===== src/rtl/lbl_pkg.sv =====
// Shared types and constants of the LED blink logic.
package lbl_pkg;

    // Default sizes of the block.
    localparam int LED_COUNT_DEF    = 24;
    localparam int BUTTON_COUNT_DEF = 64;
    localparam int TIMER_COUNT_DEF  = 4;

    // Fixed widths of the stream and configuration fields.
    localparam int TMR_MAX    = 4;
    localparam int LED_MAX    = 64;
    localparam int OUT_W      = 24;
    localparam int IN_DATA_W  = 120;
    localparam int CFG_IDX_W  = 2;
    localparam int PERIOD_W   = 16;
    localparam int TIME_W     = 32;
    localparam int BTN_W      = 64;
    localparam int IDX_IN_W   = 5;
    localparam int BTN_IDX_W  = 6;
    localparam int TSEL_W     = 2;

    // Request kinds carried in tuser.
    localparam logic REQ_TABLE_WRITE = 1'b0;
    localparam logic REQ_TICK        = 1'b1;

    // One LED table entry as stored in the table memory.
    typedef struct packed {
        logic                 enabled;
        logic [BTN_IDX_W-1:0] button;
        logic                 src_inv;
        logic                 inv_mode;
        logic                 timer_en;
        logic [TSEL_W-1:0]    timer_sel;
    } t_entry;

    localparam int ENTRY_W = $bits(t_entry);

    // Control from the table walker to the shared timers.
    typedef struct packed {
        logic              calc;
        logic              commit;
        logic [TMR_MAX-1:0] used;
        logic [TIME_W-1:0] now;
    } t_tmr_ctl;

    // Sequencer states.
    typedef enum logic [3:0] {
        S_IDLE = 4'b0001,
        S_FIRE = 4'b0010,
        S_WALK = 4'b0100,
        S_DONE = 4'b1000
    } t_state;

endpackage


===== src/rtl/lbl_ram.sv =====
// Generic single-port-write, single-port-read RAM with registered read data.
module lbl_ram #(
    parameter int WIDTH = 8,
    parameter int DEPTH = 16
) (
    input  logic                                 i_clk,
    input  logic                                 i_we,
    input  logic [((DEPTH > 1) ? $clog2(DEPTH) : 1)-1:0] i_waddr,
    input  logic [WIDTH-1:0]                     i_wdata,
    input  logic                                 i_re,
    input  logic [((DEPTH > 1) ? $clog2(DEPTH) : 1)-1:0] i_raddr,
    output logic [WIDTH-1:0]                     o_rdata
);

    logic [WIDTH-1:0] r_mem [DEPTH];
    logic [WIDTH-1:0] r_rdata;

    // Write port and registered read port.
    always_ff @(posedge i_clk) begin
        if (i_we) begin
            r_mem[i_waddr] <= i_wdata;
        end
        if (i_re) begin
            r_rdata <= r_mem[i_raddr];
        end
    end

    assign o_rdata = r_rdata;

endmodule


===== src/rtl/lbl_timers.sv =====
// Shared blink timers: periods, last fire times and the fire decision.
module lbl_timers
    import lbl_pkg::*;
#(
    parameter int TIMER_COUNT = TIMER_COUNT_DEF
) (
    input  logic                 i_clk,
    input  logic                 i_rst_n,
    input  logic                 i_cfg_we,
    input  logic [CFG_IDX_W-1:0] i_cfg_idx,
    input  logic [PERIOD_W-1:0]  i_cfg_data,
    input  t_tmr_ctl             i_ctl,
    output logic [TMR_MAX-1:0]   o_fires
);

    logic [PERIOD_W-1:0] r_period [TIMER_COUNT];
    logic [TIME_W-1:0]   r_last   [TIMER_COUNT];
    logic [TMR_MAX-1:0]  r_fires;
    logic [TMR_MAX-1:0]  n_fires;

    // A timer fires when the wrapped difference is non-negative and above the period.
    always_comb begin
        logic [TIME_W-1:0] diff;
        n_fires = '0;
        for (int t = 0; t < TIMER_COUNT; t++) begin
            diff       = i_ctl.now - r_last[t];
            n_fires[t] = !diff[TIME_W-1] && (diff > TIME_W'(r_period[t]));
        end
    end

    // Period registers, restart times and the latched fire flags.
    always_ff @(posedge i_clk) begin
        if (!i_rst_n) begin
            r_fires <= '0;
            for (int t = 0; t < TIMER_COUNT; t++) begin
                r_period[t] <= '0;
                r_last[t]   <= '0;
            end
        end else begin
            if (i_ctl.calc) begin
                r_fires <= n_fires;
            end
            for (int t = 0; t < TIMER_COUNT; t++) begin
                if (i_cfg_we && (32'(i_cfg_idx) == t)) begin
                    r_period[t] <= i_cfg_data;
                end
                if (i_ctl.commit && i_ctl.used[t] && r_fires[t]) begin
                    r_last[t] <= i_ctl.now;
                end
            end
        end
    end

    assign o_fires = r_fires;

endmodule


===== src/rtl/lbl_ctrl.sv =====
// Table memory, valid bits, LED bits and the sequencer that walks the table on a tick.
module lbl_ctrl
    import lbl_pkg::*;
#(
    parameter int LED_COUNT    = LED_COUNT_DEF,
    parameter int BUTTON_COUNT = BUTTON_COUNT_DEF,
    parameter int TIMER_COUNT  = TIMER_COUNT_DEF
) (
    input  logic                 i_clk,
    input  logic                 i_rst_n,
    input  logic                 i_valid,
    output logic                 o_ready,
    input  logic                 i_tick,
    input  logic [IDX_IN_W-1:0]  i_led_index,
    input  t_entry               i_entry,
    input  logic [TIME_W-1:0]    i_time,
    input  logic [BTN_W-1:0]     i_buttons,
    input  logic                 i_out_free,
    output logic                 o_done,
    output logic [LED_COUNT-1:0] o_led_bits,
    output t_tmr_ctl             o_tmr,
    input  logic [TMR_MAX-1:0]   i_fires
);

    localparam int LI_W  = (LED_COUNT > 1) ? $clog2(LED_COUNT) : 1;
    localparam int CNT_W = $clog2(LED_COUNT + 1);

    t_state               r_state, n_state;
    logic [LED_COUNT-1:0] r_valid;
    logic [LED_COUNT-1:0] r_led_bits, n_led_bits;
    logic [CNT_W-1:0]     r_cnt;
    logic [LI_W-1:0]      r_pidx;
    logic [TMR_MAX-1:0]   r_used, n_used;
    logic                 r_tick;
    logic [TIME_W-1:0]    r_time;
    logic [BTN_W-1:0]     r_buttons;

    logic                 accept;
    logic                 wr_en;
    logic                 rd_en;
    logic [LI_W-1:0]      rd_addr;
    logic [ENTRY_W-1:0]   rd_data;
    t_entry               ent;
    logic                 last_entry;

    assign o_ready = (r_state == S_IDLE) && i_out_free;
    assign accept  = i_valid && o_ready;
    // Writes beyond the table are dropped.
    assign wr_en   = accept && !i_tick && (32'(i_led_index) < LED_COUNT);

    // Reads: entry zero in the fire step, then one entry ahead of the one processed.
    assign rd_en   = (r_state == S_FIRE) ||
                     ((r_state == S_WALK) && (32'(r_cnt) < LED_COUNT));
    assign rd_addr = (r_state == S_FIRE) ? '0 : r_cnt[LI_W-1:0];

    // The table is written only at accept, the walk reads it later, so accesses never overlap.
    lbl_ram #(
        .WIDTH (ENTRY_W),
        .DEPTH (LED_COUNT)
    ) u_table (
        .i_clk   (i_clk),
        .i_we    (wr_en),
        .i_waddr (LI_W'(i_led_index)),
        .i_wdata (i_entry),
        .i_re    (rd_en),
        .i_raddr (rd_addr),
        .o_rdata (rd_data)
    );

    assign ent        = t_entry'(rd_data);
    assign last_entry = (r_pidx == LI_W'(LED_COUNT - 1));

    // Update of one LED bit from the entry read in the previous cycle.
    always_comb begin
        logic but;
        logic on_cond;
        logic blink;
        logic fire_sel;
        n_led_bits = r_led_bits;
        n_used     = r_used;
        but        = 1'b0;
        fire_sel   = 1'b0;
        if (32'(ent.button) < BUTTON_COUNT) begin
            but = r_buttons[ent.button];
        end
        but     = but ^ ent.src_inv;
        on_cond = but ^ ent.inv_mode;
        blink   = on_cond && ent.timer_en && (32'(ent.timer_sel) < TIMER_COUNT);
        for (int t = 0; t < TMR_MAX; t++) begin
            if (32'(ent.timer_sel) == t) begin
                fire_sel = i_fires[t];
            end
        end
        if ((r_state == S_WALK) && r_valid[r_pidx] && ent.enabled) begin
            if (blink) begin
                n_used[ent.timer_sel] = 1'b1;
                n_led_bits[r_pidx]    = r_led_bits[r_pidx] ^ fire_sel;
            end else begin
                n_led_bits[r_pidx]    = on_cond;
            end
        end
    end

    // Next state of the sequencer.
    always_comb begin
        n_state = r_state;
        case (r_state)
            S_IDLE: begin
                if (accept) begin
                    n_state = i_tick ? S_FIRE : S_DONE;
                end
            end
            S_FIRE: begin
                n_state = S_WALK;
            end
            S_WALK: begin
                if (last_entry) begin
                    n_state = S_DONE;
                end
            end
            S_DONE: begin
                n_state = S_IDLE;
            end
            default: begin
                n_state = S_IDLE;
            end
        endcase
    end

    // Control registers.
    always_ff @(posedge i_clk) begin
        if (!i_rst_n) begin
            r_state    <= S_IDLE;
            r_valid    <= '0;
            r_led_bits <= '0;
            r_cnt      <= '0;
            r_pidx     <= '0;
            r_used     <= '0;
            r_tick     <= 1'b0;
        end else begin
            r_state    <= n_state;
            r_led_bits <= n_led_bits;
            if (wr_en) begin
                r_valid[LI_W'(i_led_index)] <= 1'b1;
            end
            if (accept) begin
                r_tick <= i_tick;
            end
            if (r_state == S_FIRE) begin
                r_cnt  <= CNT_W'(1);
                r_pidx <= '0;
                r_used <= '0;
            end else if (r_state == S_WALK) begin
                r_cnt  <= r_cnt + CNT_W'(1);
                r_pidx <= r_cnt[LI_W-1:0];
                r_used <= n_used;
            end
        end
    end

    // Tick payload.
    always_ff @(posedge i_clk) begin
        if (accept && i_tick) begin
            r_time    <= i_time;
            r_buttons <= i_buttons;
        end
    end

    assign o_done     = (r_state == S_DONE);
    assign o_led_bits = r_led_bits;

    always_comb begin
        o_tmr        = '0;
        o_tmr.calc   = (r_state == S_FIRE);
        o_tmr.commit = (r_state == S_DONE) && r_tick;
        o_tmr.used   = r_used;
        o_tmr.now    = r_time;
    end

    // A tick always starts with the timer evaluation.
    a_tick_fire: assert property (@(posedge i_clk) disable iff (!i_rst_n)
        (accept && i_tick) |=> (r_state == S_FIRE))
        else $error("tick did not enter the fire step");

    // Every entry processed in the walk was read in the cycle before.
    a_walk_read: assert property (@(posedge i_clk) disable iff (!i_rst_n)
        (r_state == S_WALK) |-> $past(rd_en))
        else $error("walk consumed read data that was never requested");

    // LED bits change only while the table is walked.
    a_bits_hold: assert property (@(posedge i_clk) disable iff (!i_rst_n)
        (r_state != S_WALK) |=> $stable(r_led_bits))
        else $error("LED bits changed outside the walk");

    // One result per item.
    a_done_pulse: assert property (@(posedge i_clk) disable iff (!i_rst_n)
        o_done |=> !o_done)
        else $error("result strobe held for more than one cycle");

endmodule


===== src/rtl/led_blink_logic_top.sv =====
// Top level of the LED blink logic: stream ports, configuration port and result register.
//
// Each input item gives one result item holding the LED states after it. A table write
// stores one entry, if its index lies within the table, and returns its result from the
// done step. A tick has a fire step that evaluates the four shared timers, then the LED
// table is walked at one entry per cycle through the single read port of the table
// memory, and a done step restarts the fired timers and loads the result. One item is
// in work at a time; the next is taken once the result register has been emptied. The
// table resets to all disabled through per-entry valid bits, so no clearing pass is
// needed. The user must write blink periods only while idle; the block does not check.
module led_blink_logic_top
    import lbl_pkg::*;
#(
    parameter int LED_COUNT    = LED_COUNT_DEF,
    parameter int BUTTON_COUNT = BUTTON_COUNT_DEF,
    parameter int TIMER_COUNT  = TIMER_COUNT_DEF
) (
    input  logic                 i_clk,
    input  logic                 i_rst_n,
    input  logic                 i_s_tvalid,
    output logic                 o_s_tready,
    // led_index[4:0], source_enabled[5], source_button[11:6], source_inverted[12],
    // inverted_mode[13], timer_enabled[14], timer_select[16:15], time_ms[48:17],
    // button_states[112:49], zero fill[119:113]
    input  logic [IN_DATA_W-1:0] i_s_tdata,
    // req_type[0]
    input  logic                 i_s_tuser,
    output logic                 o_m_tvalid,
    input  logic                 i_m_tready,
    // led_states[23:0]
    output logic [OUT_W-1:0]     o_m_tdata,
    input  logic                 i_cfg_we,
    input  logic [CFG_IDX_W-1:0] i_cfg_idx,
    input  logic [PERIOD_W-1:0]  i_cfg_data
);

    t_entry               in_entry;
    t_tmr_ctl             tmr_ctl;
    logic [TMR_MAX-1:0]   fires;
    logic                 done;
    logic [LED_COUNT-1:0] led_bits;
    logic [LED_MAX-1:0]   led_wide;
    logic                 r_m_valid;
    logic [OUT_W-1:0]     r_m_data;

    // Unpack the table entry fields from the item.
    always_comb begin
        in_entry.enabled   = i_s_tdata[5];
        in_entry.button    = i_s_tdata[11:6];
        in_entry.src_inv   = i_s_tdata[12];
        in_entry.inv_mode  = i_s_tdata[13];
        in_entry.timer_en  = i_s_tdata[14];
        in_entry.timer_sel = i_s_tdata[16:15];
    end

    lbl_ctrl #(
        .LED_COUNT    (LED_COUNT),
        .BUTTON_COUNT (BUTTON_COUNT),
        .TIMER_COUNT  (TIMER_COUNT)
    ) u_ctrl (
        .i_clk       (i_clk),
        .i_rst_n     (i_rst_n),
        .i_valid     (i_s_tvalid),
        .o_ready     (o_s_tready),
        .i_tick      (i_s_tuser == REQ_TICK),
        .i_led_index (i_s_tdata[4:0]),
        .i_entry     (in_entry),
        .i_time      (i_s_tdata[48:17]),
        .i_buttons   (i_s_tdata[112:49]),
        .i_out_free  (!r_m_valid),
        .o_done      (done),
        .o_led_bits  (led_bits),
        .o_tmr       (tmr_ctl),
        .i_fires     (fires)
    );

    lbl_timers #(
        .TIMER_COUNT (TIMER_COUNT)
    ) u_timers (
        .i_clk      (i_clk),
        .i_rst_n    (i_rst_n),
        .i_cfg_we   (i_cfg_we),
        .i_cfg_idx  (i_cfg_idx),
        .i_cfg_data (i_cfg_data),
        .i_ctl      (tmr_ctl),
        .o_fires    (fires)
    );

    // Only the low LEDs are shown in the result.
    assign led_wide = LED_MAX'(led_bits);

    // Result register toward the master side.
    always_ff @(posedge i_clk) begin
        if (!i_rst_n) begin
            r_m_valid <= 1'b0;
        end else if (done) begin
            r_m_valid <= 1'b1;
        end else if (i_m_tready) begin
            r_m_valid <= 1'b0;
        end
    end

    always_ff @(posedge i_clk) begin
        if (done) begin
            r_m_data <= led_wide[OUT_W-1:0];
        end
    end

    assign o_m_tvalid = r_m_valid;
    assign o_m_tdata  = r_m_data;

endmodule


===== config.mk =====
export PLATFORM = sky130hd
export DESIGN_NAME = led_blink_logic_top
export DESIGN_NICKNAME = d
export VERILOG_FILES = /design/src/rtl/lbl_pkg.sv /design/src/rtl/lbl_ram.sv /design/src/rtl/lbl_timers.sv /design/src/rtl/lbl_ctrl.sv /design/src/rtl/led_blink_logic_top.sv
export SDC_FILE = /design/constraint.sdc
export NUM_CORES = 1
export LEC_CHECK = 0
export BUFFER_PORTS_ARGS = -buffer_cell sky130_fd_sc_hd__buf_2
export CAP_MARGIN = 0
export CORE_ASPECT_RATIO = 0.75
export CORE_MARGIN = 3
export CORE_UTILIZATION = 35
export CTS_CLUSTER_SIZE = 16
export DETAILED_ROUTE_END_ITERATION = 16
export PLACE_DENSITY = 0.56
export SLEW_MARGIN = 20
export SYNTH_ARGS = -nofsm -noshare
export SYNTH_HDL_FRONTEND = slang
export SYNTH_SLANG_ARGS = --single-unit

===== constraint.sdc =====
create_clock -name i_clk -period 7.5 [get_ports i_clk]
set_input_delay 0.75 -clock i_clk [delete_from_list [all_inputs] [get_ports i_clk]]
set_output_delay 0.75 -clock i_clk [all_outputs]
set_load 0.01 [all_outputs]

==> results of run 1 <==
[sequential cells by signal, indices dropped and copies added, names as in the netlist]
signal,cells
u_timers.r_last,128
u_ctrl.o_led_bits,24
u_ctrl.r_time,32
o_m_tdata,24
u_ctrl.r_tick,1
u_timers.o_fires,4
u_ctrl.r_used,4
u_ctrl.r_state,4
u_ctrl.r_cnt,5
u_ctrl.r_valid,24
u_ctrl.u_table.o_rdata,12
o_m_tvalid,1
u_timers.r_period,64
u_ctrl.u_table.r_mem,288
u_ctrl.r_pidx,5
u_ctrl.r_buttons,64
[cell families (layout without fill, tap and decap cells)]
family / count (synthesis) / after routing / synth area share [%]
AND/OR/NAND/NOR: 1175 / 1175 / 15.9
multiplexers: 55 / 55 / 2.83
XOR/XNOR: 87 / 87 / 2.16
adder cells (fa/ha/maj): 193 / 193 / 6.86
flip-flops: 684 / 684 / 55.6
other: 0 / 5 / 0
AO/OA/AOI/OAI: 722 / 722 / 12.7
buffers and inverters: 366 / 576 / 3.96
[per-stage QoR]
step / hold slack, ns / power (uW)
after CTS: 0.242 / 9000
after global routing: 0.246 / 9270
after floorplan: 0.424 / 4990
after global placement: 0.444 / 5290
after detailed placement: 0.442 / 5300
final: 0.277 / 8920
[where the power goes]
group,total [uW],internal (uW),switching [uW],leakage (uW)
Sequential,4280,4240,45.2,0.00629
Clock,3690,2090,1590,0.00118
Combinational,952,369,583,0.00761
Total,8920,6700,2220,0.0151
[worst min-delay path by stage]
stage / startpoint / end
3_5_place_dp: u_ctrl.r_used[1] / u_ctrl.r_used[1]
2_1_floorplan: u_ctrl.o_led_bits[10] / o_m_tdata[10]
5_1_grt: i_s_tdata[100] / u_ctrl.r_buttons[51]
3_3_place_gp: u_ctrl.r_valid[15] / u_ctrl.r_valid[15]
6_report: i_s_tdata[34] / u_ctrl.r_time[17]
4_1_cts: i_s_tdata[31] / u_ctrl.r_time[14]
[layout by cell type, fill, tap and decap left out, types with 17 or more instances in the layout]
cell type	instances
sky130_fd_sc_hd__ha_1	189
sky130_fd_sc_hd__buf_2	162
sky130_fd_sc_hd__xor2_1	28
sky130_fd_sc_hd__o21ai_1	27
sky130_fd_sc_hd__clkbuf_16	76
sky130_fd_sc_hd__a211oi_1	39
sky130_fd_sc_hd__mux4_2	27
sky130_fd_sc_hd__and3_1	19
sky130_fd_sc_hd__and2_1	192
sky130_fd_sc_hd__a31oi_1	22
sky130_fd_sc_hd__dfxtp_1	71
sky130_fd_sc_hd__nor2_1	311
sky130_fd_sc_hd__inv_1	224
sky130_fd_sc_hd__nor3_1	38
sky130_fd_sc_hd__nand2b_1	25
sky130_fd_sc_hd__nand3_1	153
sky130_fd_sc_hd__nand2_1	293
sky130_fd_sc_hd__a21o_1	54
sky130_fd_sc_hd__xnor2_1	58
sky130_fd_sc_hd__nand4_1	38
sky130_fd_sc_hd__o211ai_1	52
sky130_fd_sc_hd__o21ai_0	150
sky130_fd_sc_hd__o21a_1	34
sky130_fd_sc_hd__a21oi_1	221
sky130_fd_sc_hd__buf_4	51
sky130_fd_sc_hd__mux2i_1	17
sky130_fd_sc_hd__edfxtp_1	612
[layer usage]
metal	wire length [um]	part of all wire, %	up-vias
met5	42	0.045	-
met4	2010	2.1	6
met3	6240	6.6	134
met2	38000	40	705
met1	47600	51	12100
li1	-	-	12300
[Yosys cell counts (38+ instances only)]
cell type                  count
sky130_fd_sc_hd__nor3_1       39
sky130_fd_sc_hd__a21o_1       54
sky130_fd_sc_hd__o21ai_0     158
sky130_fd_sc_hd__ha_1        189
sky130_fd_sc_hd__dfxtp_1      72
sky130_fd_sc_hd__nand4_1      38
sky130_fd_sc_hd__a211oi_1     39
sky130_fd_sc_hd__clkbuf_1    120
sky130_fd_sc_hd__inv_1       224
sky130_fd_sc_hd__xnor2_1      58
sky130_fd_sc_hd__o211ai_1     52
sky130_fd_sc_hd__nand2_1     296
sky130_fd_sc_hd__nor2_1      323
sky130_fd_sc_hd__edfxtp_1    612
sky130_fd_sc_hd__a21oi_1     221
sky130_fd_sc_hd__and2_1      194
sky130_fd_sc_hd__nand3_1     153
[area by class of cell]
class,count,area share (%)
diodes,5,0.0309
multi-input cells,2232,35.8
flip-flops and latches,684,49.0
clock inverters,47,1.12
well taps,1326,4.10
repair buffers,214,3.02
inverters,225,2.09
clock buffers,90,4.83
[worst max-delay path, cell delays in order, from the launching register on]
cell                        delay [ns]
sky130_fd_sc_hd__edfxtp_1         0.52
sky130_fd_sc_hd__ha_1             0.34
sky130_fd_sc_hd__nor2b_1          0.16
sky130_fd_sc_hd__o311ai_0         0.65
sky130_fd_sc_hd__a31oi_1          0.27
sky130_fd_sc_hd__o21ai_0          0.60
sky130_fd_sc_hd__o21ai_0          0.23
sky130_fd_sc_hd__xor2_1           0.19
sky130_fd_sc_hd__ha_1             0.31
sky130_fd_sc_hd__nand4_1          0.14
sky130_fd_sc_hd__or4_1            0.49
sky130_fd_sc_hd__o21ai_0          0.15
sky130_fd_sc_hd__nand4_1          0.14
sky130_fd_sc_hd__a2111oi_0        0.50
sky130_fd_sc_hd__nand4_1          0.18
sky130_fd_sc_hd__nor4_1           0.31
sky130_fd_sc_hd__o21ai_0          0.11
==> insert_results.sql, run 1 <==
INSERT INTO impl_metrics (metric_group, metric, value, unit) VALUES
('status', 'run_status', 'completed', ''),
('worst_setup_path', 'critical_path_required', '8.01', 'ns'),
('floorplan', 'placement_rows', '100', ''),
('grt', 'grt_use_total', '17.5', '%'),
('clock_network', 'cts_setup_buffers', '0', ''),
('worst_setup_path', 'crit_start', 'u_ctrl.r_time[1]', ''),
('worst_setup_path', 'timing.reg2reg.setup_slack', '2.07', 'ns'),
('placement', 'dp.final_hpwl', '65.2', 'mm'),
('floorplan', 'core', '100000', 'um^2'),
('min_path', 'min_delay_path_depth', '1', ''),
('sta', 'timing.fmax', '184', 'MHz'),
('grt', 'grt_max_degree', '103', ''),
('power_and_ir_drop', 'power.density_cell_area', '220', 'nW/um^2'),
('finish', 'fillerInstances', '9654', ''),
('sta', 'finalClockSkew', '0.0315', 'ns'),
('yosys', 'ys_ff_latch', '684', ''),
('clock_network', 'cts_tree', 'built', ''),
('sta', 'period_needed', '5.43', 'ns'),
('run', 'cap_viol_max_count', '0', ''),
('yosys', 'synth_cell_area', '35600', 'um^2'),
('clock_network', 'insertion_delay', '0.66', 'ns'),
('finish', 'layout.nets', '3770', ''),
('floorplan', 'die_y', '282', 'um'),
('finish', 'finalInstanceArea', '40500', 'um^2'),
('yosys', 'synth_largest_area_cell', 'sky130_fd_sc_hd__edfxtp_1', ''),
('route', 'drc', '0', ''),
('clock_network', 'clockRootBuffer', 'sky130_fd_sc_hd__clkbuf_16', ''),
('clock_network', 'cts_hold_buf', '0', ''),
('power_and_ir_drop', 'ir_drop', '0.166', 'mV'),
('min_path', 'hold_path.class', 'in2reg', ''),
('route', 'route.detailed.vias_per_inst', '5.24', ''),
('worst_setup_path', 'launching_element_type_of_the_critical_path', 'register', ''),
('floorplan', 'io-pin-count', '170', ''),
('yosys', 'avgSynthCellArea', '10.9', 'um^2'),
('yosys', 'post_synth_main_area_contributors', 'sky130_fd_sc_hd__edfxtp_1 52%, sky130_fd_sc_hd__ha_1 6.6%, sky130_fd_sc_hd__dfxtp_1 4.0%, sky130_fd_sc_hd__and2_1 3.4%, sky130_fd_sc_hd__nor2_1 3.4%', ''),
('floorplan', 'dieArea', '106000', 'um^2'),
('finish', 'final_core_utilization', '40.4', '%'),
('clock_network', 'cts.path.max_buffers', '3', ''),
('yosys', 'ys_types', '84', ''),
('clock_network', 'cts_buffers', '76', ''),
('yosys', 'part_of_the_yosys_area_used_for_sequential_elements', '55.6', '%'),
('clock_network', 'clkSinkCount', '684', ''),
('worst_setup_path', 'timing.setup.critical_path_class', 'reg2reg', ''),
('sta', 'final-hold-violation-count', '0', ''),
('clock_network', 'post_cts.resized_instances', '0', ''),
('sta', 'timing_worst_slew_pin_value', '1.08', 'ns'),
('worst_setup_path', 'timing.reg2reg.worst_path_depth', '16', ''),
('floorplan', 'floorplan.initialDensity', '35.6', '%'),
('worst_setup_path', 'r2r-end', 'u_timers.o_fires[1]', ''),
('finish', 'final-seq-area', '19800', 'um^2'),
('placement', 'placed_cell_area', '38000', 'um^2'),
('worst_setup_path', 'crit_fanout', '5', ''),
('sta', 'rsz_0062_raised_after_global_routing', 'false', ''),
('power_and_ir_drop', 'p_leak', '0.0151', 'uW'),
('yosys', 'yosysWarnings', '0', ''),
('sta', 'totalNegativeSetupSlack', '0', 'ns'),
('placement', 'placement.setup.worst_slack', '2.06', 'ns'),
('grt', 'global_route.usage.met1', '27.2', '%'),
('clock_network', 'clk_transition_reported_paths', '0.06', 'ns'),
('clock_network', 'h_tree_depth_reported_by_cts', '3', ''),
('route', 'detail-route-antenna-nets', '0', ''),
('sta', 'post-route-worst-setup-slack', '2.07', 'ns'),
('worst_setup_path', 'timing.rr.start', 'u_ctrl.r_time[1]', ''),
('finish', 'post_layout_nonfiller_instances', '4823', ''),
('yosys', 'synth_top_cell_area_share', '51.6', '%'),
('route', 'vias', '25300', ''),
('finish', 'layout-drive-gt1-share', '11.5', '%'),
('grt', 'use_met2', '24.7', '%'),
('grt', 'initial_antenna_violation_count', '19', ''),
('grt', 'via_count_of_the_first_global_routing_pass', '23700', ''),
('sta', 'setup-violations-final', '0', '');
Power figures use the tool's default switching activity.
==> run 2, diff against run 1 <==
--- a/config.mk
+++ b/config.mk
@@ -5,6 +5,7 @@
 export SDC_FILE = /design/constraint.sdc
 export NUM_CORES = 1
 export LEC_CHECK = 0
+export ABC_AREA = 1
 export BUFFER_PORTS_ARGS = -buffer_cell sky130_fd_sc_hd__buf_2
 export CAP_MARGIN = 0
 export CORE_ASPECT_RATIO = 0.75
==> constraint.sdc (replaced) <==
create_clock -name i_clk -period 5.1 [get_ports i_clk]
set_input_delay 0.51 -clock i_clk [delete_from_list [all_inputs] [get_ports i_clk]]
set_output_delay 0.51 -clock i_clk [all_outputs]
set_load 0.01 [all_outputs]
==> run 2 against run 1 <==
Sequential share of layout area is 3.0 points lower. Clock-buffer cell count grew 7. Routed wire length increased by 21%. Clock power up 50%. Register-to-register slack lost 1.4 ns. Synthesized cell count is 30% higher. Clock skew increased by 0.018 ns.
==> insert_results.sql, run 2 <==
INSERT INTO impl_metrics (metric_group, metric, value, unit) VALUES
('status', 'run_status', 'completed', ''),
('power_and_ir_drop', 'ir_drop', '0.297', 'mV'),
('clock_network', 'clk_transition_reported_paths', '0.06', 'ns'),
('placement', 'dp.final_hpwl', '84.0', 'mm'),
('grt', 'grt_use_total', '20.2', '%'),
('sta', 'final-hold-violation-count', '0', ''),
('clock_network', 'insertion_delay', '0.68', 'ns'),
('finish', 'layout_common_cells', '969 x sky130_fd_sc_hd__nand2_1, 682 x sky130_fd_sc_hd__nor2_1, 656 x sky130_fd_sc_hd__inv_1', ''),
('floorplan', 'die_y', '289', 'um'),
('floorplan', 'die_x', '383', 'um'),
('yosys', 'synth.cells.most_frequent', '969 x sky130_fd_sc_hd__nand2_1, 704 x sky130_fd_sc_hd__nor2_1, 656 x sky130_fd_sc_hd__inv_1', ''),
('yosys', 'synthSimpleGateAreaFrac', '23.1', '%'),
('yosys', 'synth.most_common_cell', 'sky130_fd_sc_hd__nand2_1', ''),
('clock_network', 'cts.path.max_buffers', '3', ''),
('worst_setup_path', 'worstPathArrival', '4.96', 'ns'),
('placement', 'port_buffers', '162', ''),
('grt', 'grt_max_degree', '71', ''),
('min_path', 'hold_path.class', 'in2reg', ''),
('yosys', 'synth_cell_area', '37300', 'um^2'),
('yosys', 'ys_ff_latch', '684', ''),
('yosys', 'synth_top_cell_area_share', '49.3', '%'),
('route', 'wl', '114', 'mm'),
('floorplan', 'floorplan.initialDensity', '35.7', '%'),
('grt', 'via_count_of_the_first_global_routing_pass', '27400', ''),
('sta', 'rsz_0062_raised_after_global_routing', 'false', ''),
('yosys', 'synth_edf_count', '612', ''),
('sta', 'timing.fmax', '228', 'MHz'),
('finish', 'largest_reg_flops', '288', ''),
('yosys', 'synth_xor_xnor_area_share', '1.52', '%'),
('sta', 'finalClockSkew', '0.0499', 'ns'),
('worst_setup_path', 'crit_fanout', '5', ''),
('clock_network', 'cts_setup_buffers', '0', ''),
('clock_network', 'cts_tree', 'built', ''),
('clock_network', 'cts_buffers', '75', ''),
('clock_network', 'h_tree_depth_reported_by_cts', '3', ''),
('route', 'drt_first_iter_violations', '3074', ''),
('finish', 'final_core_utilization', '41.3', '%'),
('sta', 'setup-violations-final', '0', ''),
('worst_setup_path', 'critical_path_required', '5.67', 'ns'),
('yosys', 'yosysWarnings', '0', ''),
('sta', 'totalNegativeSetupSlack', '0', 'ns'),
('worst_setup_path', 'critical_path.most_common_cell', 'sky130_fd_sc_hd__nand2_1', ''),
('clock_network', 'clkSinkCount', '684', ''),
('worst_setup_path', 'max_incr_delay_on_cp', '0.55', 'ns'),
('finish', 'post_layout_nonfiller_instances', '5987', ''),
('yosys', 'synth_top_flop_cell', 'sky130_fd_sc_hd__edfxtp_1', ''),
('worst_setup_path', 'launching_element_type_of_the_critical_path', 'register', ''),
('finish', 'layout.nets', '4859', ''),
('worst_setup_path', 'crit_buf_inv', '1', ''),
('yosys', 'synth_largest_area_cell', 'sky130_fd_sc_hd__edfxtp_1', ''),
('worst_setup_path', 'critPathTopFamily', 'simple AND/OR/NAND/NOR gates', ''),
('yosys', 'avgSynthCellArea', '8.74', 'um^2'),
('worst_setup_path', 'slowest_stage', 'sky130_fd_sc_hd__xnor2_1', ''),
('power_and_ir_drop', 'p_leak', '0.0184', 'uW'),
('grt', 'global_route_total_overflow', '0', ''),
('route', 'wire_per_inst', '19.0', 'um'),
('power_and_ir_drop', 'power.density_cell_area', '333', 'nW/um^2'),
('worst_setup_path', 'timing.setup.critical_path_class', 'reg2reg', ''),
('floorplan', 'core', '104000', 'um^2'),
('yosys', 'ys_types', '48', ''),
('route', 'drc', '0', ''),
('yosys', 'synth-adder-area-share', '6.56', '%'),
('sta', 'timing.max_slew.rel_slack', '32.0', '%'),
('grt', 'grt_pass1_wl', '170', 'mm'),
('sta', 'post-route-worst-setup-slack', '0.707', 'ns'),
('yosys', 'fraction_of_registers_with_async_set_or_reset_after_synthesis', '0', '%'),
('floorplan', 'placement_rows', '102', ''),
('clock_network', 'clockRootBuffer', 'sky130_fd_sc_hd__clkbuf_16', ''),
('route', 'route.detailed.vias_per_inst', '4.95', ''),
('yosys', 'syn_inst', '4265', ''),
('yosys', 'synthMuxAreaShare', '0', '%'),
('worst_setup_path', 'end_kind', 'register', ''),
('floorplan', 'io-pin-count', '170', ''),
('run', 'cap_viol_max_count', '0', ''),
('route', 'detailed_routing_iterations_pass_1', '9', ''),
('finish', 'layout-drive-gt1-share', '9.10', '%'),
('sta', 'finalMaxSlewViolations', '0', ''),
('sta', 'timing_worst_slew_pin_value', '1.02', 'ns'),
('yosys', 'synthesized_netlist_net_count', '4602', ''),
('route', 'detail-route-antenna-nets', '0', ''),
('sta', 'period_needed', '4.39', 'ns'),
('yosys', 'part_of_the_yosys_area_used_for_sequential_elements', '53.2', '%'),
('floorplan', 'dieArea', '110000', 'um^2'),
('finish', 'layout_area_growth_over_synthesis', '15.6', '%'),
('sta', 'finalCritPeriodShare', '86.1', '%'),
('route', 'vias', '29600', ''),
('worst_setup_path', 'critical_path.cell_chain', 'ha_1 -> nand2_1 -> nor2_1 -> inv_1 -> o21ai_0 -> a31oi_1 -> xnor2_1 -> ha_1 -> nand2_1 -> nor4_1 -> nand3_1 -> nand2_1 -> nand2_1 -> nor2_1 -> nand3_1 -> nor2_1 -> nand3_1 -> nand2_1 -> nand2_1', ''),
('finish', 'largest_registers', 'u_ctrl.u_table.r_mem (288), u_timers.r_last (128)', ''),
('placement', 'gpl_congestion', '0.929', ''),
('yosys', 'synth-compound-area-share', '7.72', '%'),
('placement', 'placement.setup.worst_slack', '0.953', 'ns'),
('finish', 'max_flop_register', 'u_ctrl.u_table.r_mem', ''),
('grt', 'initial_antenna_violation_count', '3', ''),
('placement', 'placed_cells', '5768', ''),
('power_and_ir_drop', 'design_power_total', '14300', 'uW'),
('finish', 'final_common_cell', 'sky130_fd_sc_hd__nand2_1', ''),
('yosys', 'post_synth_main_area_contributors', 'sky130_fd_sc_hd__edfxtp_1 49%, sky130_fd_sc_hd__nand2_1 9.8%, sky130_fd_sc_hd__nor2_1 7.1%, sky130_fd_sc_hd__inv_1 6.6%, sky130_fd_sc_hd__ha_1 6.3%', ''),
('yosys', 'synth_top_family_by_area', 'simple AND/OR/NAND/NOR gates', '');
-- run 2: final timing paths --
kind	from	slack [ns]	cells past startpoint	to
worst max-delay path	u_ctrl.r_time[13]	0.71	19	u_timers.o_fires[0]
worst min-delay path	i_s_tdata[84]	0.06	1	u_ctrl.r_buttons[35]
worst max register to register	u_ctrl.r_time[13]	0.71	19	u_timers.o_fires[0]
worst min register to register	u_ctrl.o_led_bits[5]	0.46	0	o_m_tdata[5]
-- run 2: stage by stage --
step / hold WS, ns / cell area, um^2
after detailed placement: 0.443 / 39700
after CTS: 0.00244 / 43100
final: 0.0569 / 43100
after floorplan: 0.425 / 37300
after global routing: 0.0134 / 43100
after global placement: 0.443 / 39700
-- run 2: cell type report --
| class | instances | area [um^2] |
|---|---|---|
| tap | 1404 | 1760 |
| multi-input combinational | 2816 | 14600 |
| clock buffer | 97 | 2030 |
| fill | 10500 | 61300 |
| sequential | 684 | 19800 |
| clock inverter | 40 | 492 |
| timing repair buffer | 278 | 1910 |
| antenna | 1 | 2.50 |
| inverter | 667 | 2510 |
-- run 2: kinds of logic after synthesis --
| group | count (synthesis) |
|---|---|
| xor+xnor | 64 |
| simple gates | 2090 |
| flops | 684 |
| buf+inv | 765 |
| compound gates | 469 |
| fa+ha+maj | 193 |
-- run 2: repair_timing --
action,in CTS,in global routing
gates resized for setup,0,0
hold buffers,81,0
setup endpoints to repair,0,0
hold endpoints to repair,81,0
-- run 2: where the power goes --
part,switching [uW],internal (uW)
Sequential,109,6290
Clock,2420,3120
Combinational,1640,759
Total,4170,10200
-- run 2: routing by layer --
layer	wire, um	vias up	GRT usage (%)
met5	13	-	0
met4	1590	2	4.10
met2	43900	968	27.3
met3	8810	113	4.18
met1	59500	14000	32.6
li1	-	14600	-
